$ cat src/oahm_pkg.sv
// ---------------------------------------------------------------------------
// oahm_pkg: shared types and constants
// Request codes, key markers and the front-to-back queue item for the hash map.
// ---------------------------------------------------------------------------
package oahm_pkg;

    localparam int KeyW  = 64;
    localparam int DataW = 64;
    localparam int ReqW  = 3;

    localparam logic [ReqW-1:0] REQ_INSERT  = 3'd0;
    localparam logic [ReqW-1:0] REQ_REPLACE = 3'd1;
    localparam logic [ReqW-1:0] REQ_REMOVE  = 3'd2;
    localparam logic [ReqW-1:0] REQ_FIND    = 3'd3;
    localparam logic [ReqW-1:0] REQ_CLEAR   = 3'd4;

    localparam logic [KeyW-1:0] KEY_EMPTY = '0;
    localparam logic [KeyW-1:0] KEY_TOMB  = '1;

    // classified operation handed from front to back
    typedef enum logic [2:0] {
        OP_NONE,
        OP_INSERT,
        OP_REPLACE,
        OP_REMOVE,
        OP_FIND,
        OP_CLEAR
    } t_op;

    typedef struct packed {
        t_op             op;
        logic [KeyW-1:0] key;
        logic [DataW-1:0] data;
    } t_cmd;

    typedef enum logic [3:0] {
        ST_INIT,
        ST_IDLE,
        ST_LOOK_RD,
        ST_LOOK_CHK,
        ST_DECIDE,
        ST_PLACE_RD,
        ST_PLACE_CHK,
        ST_RS_CLR,
        ST_RS_SCAN_RD,
        ST_RS_SCAN_CHK,
        ST_RS_PRB_RD,
        ST_RS_PRB_CHK,
        ST_RS_COPY_RD,
        ST_RS_COPY_WR,
        ST_OUT
    } t_state;

    function automatic logic [KeyW-1:0] mix(input logic [KeyW-1:0] k);
        return k ^ (k >> 13);
    endfunction

endpackage

$ cat src/oahm_front.sv
// ---------------------------------------------------------------------------
// oahm_front: request intake
// Classifies each request item and queues it for the table engine.
// ---------------------------------------------------------------------------
module oahm_front (
    input  logic              i_clk,
    input  logic              i_rst_n,
    input  logic              s_axis_tvalid,
    output logic              s_axis_tready,
    input  logic [135:0]      s_axis_tdata,  // req_type[2:0], key[66:3], write_data[130:67]
    output logic              o_cmd_valid,
    input  logic              i_cmd_ready,
    output oahm_pkg::t_cmd    o_cmd
);
    import oahm_pkg::*;

    localparam int Depth = 2;

    t_cmd      r_q [Depth];
    logic      r_wp, r_rp;
    logic [1:0] r_cnt;
    t_cmd      w_cmd;
    logic [ReqW-1:0] w_req;
    logic [KeyW-1:0] w_key;
    logic      w_legal;
    logic      w_push, w_pop;

    // classify request
    always_comb begin
        w_req   = s_axis_tdata[ReqW-1:0];
        w_key   = s_axis_tdata[ReqW +: KeyW];
        w_legal = (w_key != KEY_EMPTY) && (w_key != KEY_TOMB);
        w_cmd.key  = w_key;
        w_cmd.data = s_axis_tdata[ReqW+KeyW +: DataW];
        w_cmd.op   = OP_NONE;
        if (w_req == REQ_CLEAR) begin
            w_cmd.op = OP_CLEAR;
        end else if (w_legal) begin
            unique case (w_req)
                REQ_INSERT:  w_cmd.op = OP_INSERT;
                REQ_REPLACE: w_cmd.op = OP_REPLACE;
                REQ_REMOVE:  w_cmd.op = OP_REMOVE;
                REQ_FIND:    w_cmd.op = OP_FIND;
                default:     w_cmd.op = OP_NONE;
            endcase
        end
    end

    assign s_axis_tready = (r_cnt != 2'(Depth));
    assign o_cmd_valid   = (r_cnt != 2'd0);
    assign o_cmd         = r_q[r_rp];
    assign w_push        = s_axis_tvalid && s_axis_tready;
    assign w_pop         = o_cmd_valid && i_cmd_ready;

    // queue pointers
    always_ff @(posedge i_clk) begin
        if (!i_rst_n) begin
            r_wp  <= 1'b0;
            r_rp  <= 1'b0;
            r_cnt <= 2'd0;
        end else begin
            if (w_push) r_wp <= ~r_wp;
            if (w_pop)  r_rp <= ~r_rp;
            r_cnt <= r_cnt + 2'(w_push) - 2'(w_pop);
        end
    end

    // queue storage
    always_ff @(posedge i_clk) begin
        if (w_push) r_q[r_wp] <= w_cmd;
    end

endmodule

$ cat config.mk
export PLATFORM = sky130hd
export DESIGN_NAME = oahm_front
export DESIGN_NICKNAME = d
export VERILOG_FILES = /design/src/oahm_pkg.sv /design/src/oahm_front.sv
export SDC_FILE = /design/constraint.sdc
export NUM_CORES = 1
export LEC_CHECK = 0
export BUFFER_PORTS_ARGS = -buffer_cell sky130_fd_sc_hd__buf_2
export CAP_MARGIN = 20
export CORE_MARGIN = 5
export CORE_UTILIZATION = 40
export CTS_CLUSTER_SIZE = 40
export DETAILED_ROUTE_END_ITERATION = 8
export PLACE_DENSITY = 0.74
export SYNTH_ARGS = -nofsm -noshare
export SYNTH_HDL_FRONTEND = slang
export SYNTH_SLANG_ARGS = --single-unit
$ cat constraint.sdc
create_clock -name i_clk -period 7.4 [get_ports i_clk]
set_input_delay 1.11 -clock i_clk [delete_from_list [all_inputs] [get_ports i_clk]]
set_output_delay 1.11 -clock i_clk [all_outputs]
set_load 0.01 [all_outputs]
==> results.sh <==
export IMPL_status="finished clean"
export IMPL_cell_chain_of_the_critical_path="buf_4, mux2_2, buf_2"
export IMPL_drive_above_1_share_pct=55.1
export IMPL_num_rows=57
export IMPL_detailroute_via_count=5457
export IMPL_critPathMaxStageDelay_ns=0.92
export IMPL_dr_pass1_iters=4
export IMPL_drt_iter0_markers=229
export IMPL_fill_cells=1995
export IMPL_die_area_mm2=0.0282
export IMPL_routed_wl_um=21200
export IMPL_clock_insertion_delay_worst_skew_ns=0.53
export IMPL_finalCritPeriodShare_pct=54.9
export IMPL_grt_total_usage_pct=14.4
export IMPL_cp_depth=3
export IMPL_worstPathMaxFanout=76
export IMPL_largest_net_degree_at_the_start_of_global_routing=77
export IMPL_synthMostInstantiatedCell="sky130_fd_sc_hd__edfxtp_1"
export IMPL_fp_dieW_um=168
export IMPL_detailed_place_hpwl_um=14400
export IMPL_antenna_violations_before_repair=1
export IMPL_hold_buffers=0
export IMPL_floorplan_die_height_um=168
export IMPL_synth_edf_count=262
export IMPL_worst_r2r_cell_count=3
export IMPL_initial_utilization_pct=40.8
export IMPL_rr_startpoint="r_cnt[0]"
export IMPL_asyncSetResetFlopFracSynth_pct=0
export IMPL_worstSetupPathType="flip-flop to primary output"
export IMPL_powerDensity_mw_per_mm2=340
export IMPL_yosys_register_bits=267
export IMPL_cts_repair_resized=0
export IMPL_multi_input_area_mm2=0.00195
export IMPL_timing_critical_path_to_type="primary output"
export IMPL_clkTransAtPathRegs_ns=0.06
export IMPL_timing_final_hold_violations=0
export IMPL_globalRoute_totalOverflow=0
export IMPL_number_of_distinct_library_cell_variants_in_the_gate_level_netlist_after_synthesis=25
export IMPL_worst_r2r_setup_slack_ns=4.85
export IMPL_worstHoldPathType="flip-flop to flip-flop"
export IMPL_cts_root_buffer="sky130_fd_sc_hd__clkbuf_16"
export IMPL_worstPathArrival_ns=2.95
export IMPL_final_core_util_pct=51.4
export IMPL_hold_path_cell_count=2
export IMPL_yosys_warnings=0
export IMPL_power_leakage_nw=4.58
export IMPL_netlist_top_cell_by_area="sky130_fd_sc_hd__edfxtp_1"
export IMPL_drv_slew=0
export IMPL_hold_path_end="r_rp"
export IMPL_via_per_inst=4.92
export IMPL_io_pin_count=273
export IMPL_setup_viol=0
export IMPL_setup_slack_ns=3.34
export IMPL_critPathRequiredTime_ns=6.29
export IMPL_cts_num_sinks=267
export IMPL_critical_path_reg2reg_endpoint="r_q[1][80]"
export IMPL_rsz0062_at_grt="no"
export IMPL_ys_seq_area_share_pct=79.8
export IMPL_num_nets_final=908
export IMPL_irDropWorstVdd_uv=236
export IMPL_synthToLayoutAreaGrowth_pct=26.0
export IMPL_minimum_period_implied_by_the_final_worst_setup_slack_ns=4.06
export IMPL_cts_inserted_buffers=28
export IMPL_first_global_vias=5771
export IMPL_setup_total_negative_slack_ns=0
export IMPL_insertedDiodeCount=0
export IMPL_fin_skew_ns=0.00788
export IMPL_final_seq_area_mm2=0.00797
export IMPL_postRouteAntennaNets=0
export IMPL_max_slew_margin_pct=29.8
export IMPL_route_detailed_wl_per_inst_um=19.1
export IMPL_drv_max_cap_violation_count=0
export IMPL_drc_errors_left=0
export IMPL_cp_slowest_cell="sky130_fd_sc_hd__buf_4"
export IMPL_syn_avg_cell_area_um2=20.8
export IMPL_placement_io_buffers=267
export IMPL_timing_critical_path_buf_inv=2
export IMPL_clock_tree_buffer_depth=3
export IMPL_synth_top_cells_by_count="sky130_fd_sc_hd__edfxtp_1, sky130_fd_sc_hd__mux2_2, sky130_fd_sc_hd__nand4_1, sky130_fd_sc_hd__nor4_1, sky130_fd_sc_hd__buf_2"
export IMPL_postSynth_topFlopCell="sky130_fd_sc_hd__edfxtp_1"
export IMPL_htree_levels=1
export IMPL_cpLargestDelayFamily="buffers and inverters"
export IMPL_fp_coreArea_mm2=0.0245
export IMPL_design_power_total_mw=4.28
export IMPL_cts_tree="yes"
export IMPL_final_hold_worst_slack_ns=0.542
export IMPL_gp_congestion=0.757
export IMPL_post_synth_main_area_contributors="sky130_fd_sc_hd__edfxtp_1, sky130_fd_sc_hd__mux2_2, sky130_fd_sc_hd__mux2_1"
export IMPL_setup_ws_pre_cts_ns=3.80
export IMPL_max_slew_worst_pin_slew_ns=1.05
export IMPL_start_kind="flip-flop"
export IMPL_wire_length_of_the_first_global_routing_pass_um=32200
export IMPL_netlist_instances=480
export IMPL_mappedNetlistNets=622
export IMPL_cell_area_synth_mm2=0.00999
export IMPL_post_synth_top_area_fraction_pct=78.8
export IMPL_post_cts_setup_buffer_count=0
export IMPL_hold_path_startpoint="r_rp"
export IMPL_maxClockFrequency_mhz=246
==> per-stage QoR <==
stage	area, um^2	instances
after floorplan	9990	480
final	12600	1110
after CTS	12600	1110
after global placement	11700	1060
after detailed placement	11700	1060
after global routing	12600	1110
==> power breakdown <==
group	internal (mW)	leakage, nW	total [mW]	switching [mW]
registers	1.92	2.49	2.01	0.0838
logic	0.426	1.66	0.941	0.514
clock network	0.797	0.429	1.33	0.534
total	3.15	4.58	4.28	1.13
==> registers in the layout (all words and copies together), names as in the netlist, named ones only <==
name   flops
r_wp       1
r_cnt      2
r_q      262
r_rp       1
==> worst max path at each step <==
stage                 end  slack, ns
2_1_floorplan   r_q[0][0]       0.13
3_3_place_gp   o_cmd[117]       3.82
3_5_place_dp   o_cmd[127]       3.80
4_1_cts        o_cmd[127]       3.22
5_1_grt        o_cmd[127]       3.15
6_report        o_cmd[64]       3.34
==> worst register-to-register path, delay by kind of cell, from the launching register on <==
family,cells,cell delay [ns]
and+or+nand+nor,2,0.92
DFF,1,0.34
buffers and inverters,1,0.87
==> placed cells by master (no fill, tap or decap), types with 2 or more instances in the layout <==
| master | netlist | final |
|---|---|---|
| sky130_fd_sc_hd__nor4_1 | 17 | 17 |
| sky130_fd_sc_hd__clkbuf_1 | 1 | 8 |
| sky130_fd_sc_hd__clkinv_1 | 0 | 6 |
| sky130_fd_sc_hd__dfxtp_1 | 5 | 4 |
| sky130_fd_sc_hd__nor4_2 | 3 | 3 |
| sky130_fd_sc_hd__nor2b_1 | 2 | 2 |
| sky130_fd_sc_hd__edfxtp_1 | 262 | 262 |
| sky130_fd_sc_hd__buf_4 | 0 | 4 |
| sky130_fd_sc_hd__mux2_2 | 118 | 118 |
| sky130_fd_sc_hd__clkbuf_16 | 0 | 28 |
| sky130_fd_sc_hd__inv_1 | 2 | 2 |
| sky130_fd_sc_hd__and2_1 | 4 | 4 |
| sky130_fd_sc_hd__clkinv_2 | 0 | 4 |
| sky130_fd_sc_hd__o31ai_1 | 2 | 2 |
| sky130_fd_sc_hd__nand2_1 | 2 | 2 |
| sky130_fd_sc_hd__nand4_1 | 19 | 19 |
| sky130_fd_sc_hd__buf_2 | 14 | 267 |
| sky130_fd_sc_hd__xnor2_1 | 5 | 5 |
| sky130_fd_sc_hd__bufinv_16 | 0 | 3 |
| sky130_fd_sc_hd__ha_1 | 2 | 2 |
| sky130_fd_sc_hd__mux2_1 | 13 | 13 |
==> metal layers <==
metal | routed length, um | GRT usage, % | vias to the layer above
li1 | - | - | 2532
met1 | 8470 | 17.9 | 2685
met2 | 10700 | 24.8 | 209
met3 | 1770 | 4.06 | 29
met4 | 333 | 3.81 | 2
met5 | 13 | 0 | -
==> cells by family after synthesis <==
logic type	count (synthesis)	synth area share, %
DFF	267	79.8
muxes	131	14.8
and+or+nand+nor	55	3.63
buffers and inverters	17	0.814
xor gates and xnor gates	5	0.438
AOI/OAI and AO/OA	3	0.313
adders and majority gates	2	0.251
==> cell type report <==
| type | count | area share (%) |
|---|---|---|
| inverters | 2 | 0.0597 |
| clock buffers | 36 | 5.81 |
| flip-flops and latches | 267 | 63.4 |
| multi-input cells | 196 | 15.5 |
| clock inverters | 14 | 1.18 |
| repair buffers | 271 | 10.9 |
| well taps | 324 | 3.22 |
(Power assumes the default switching activity.)
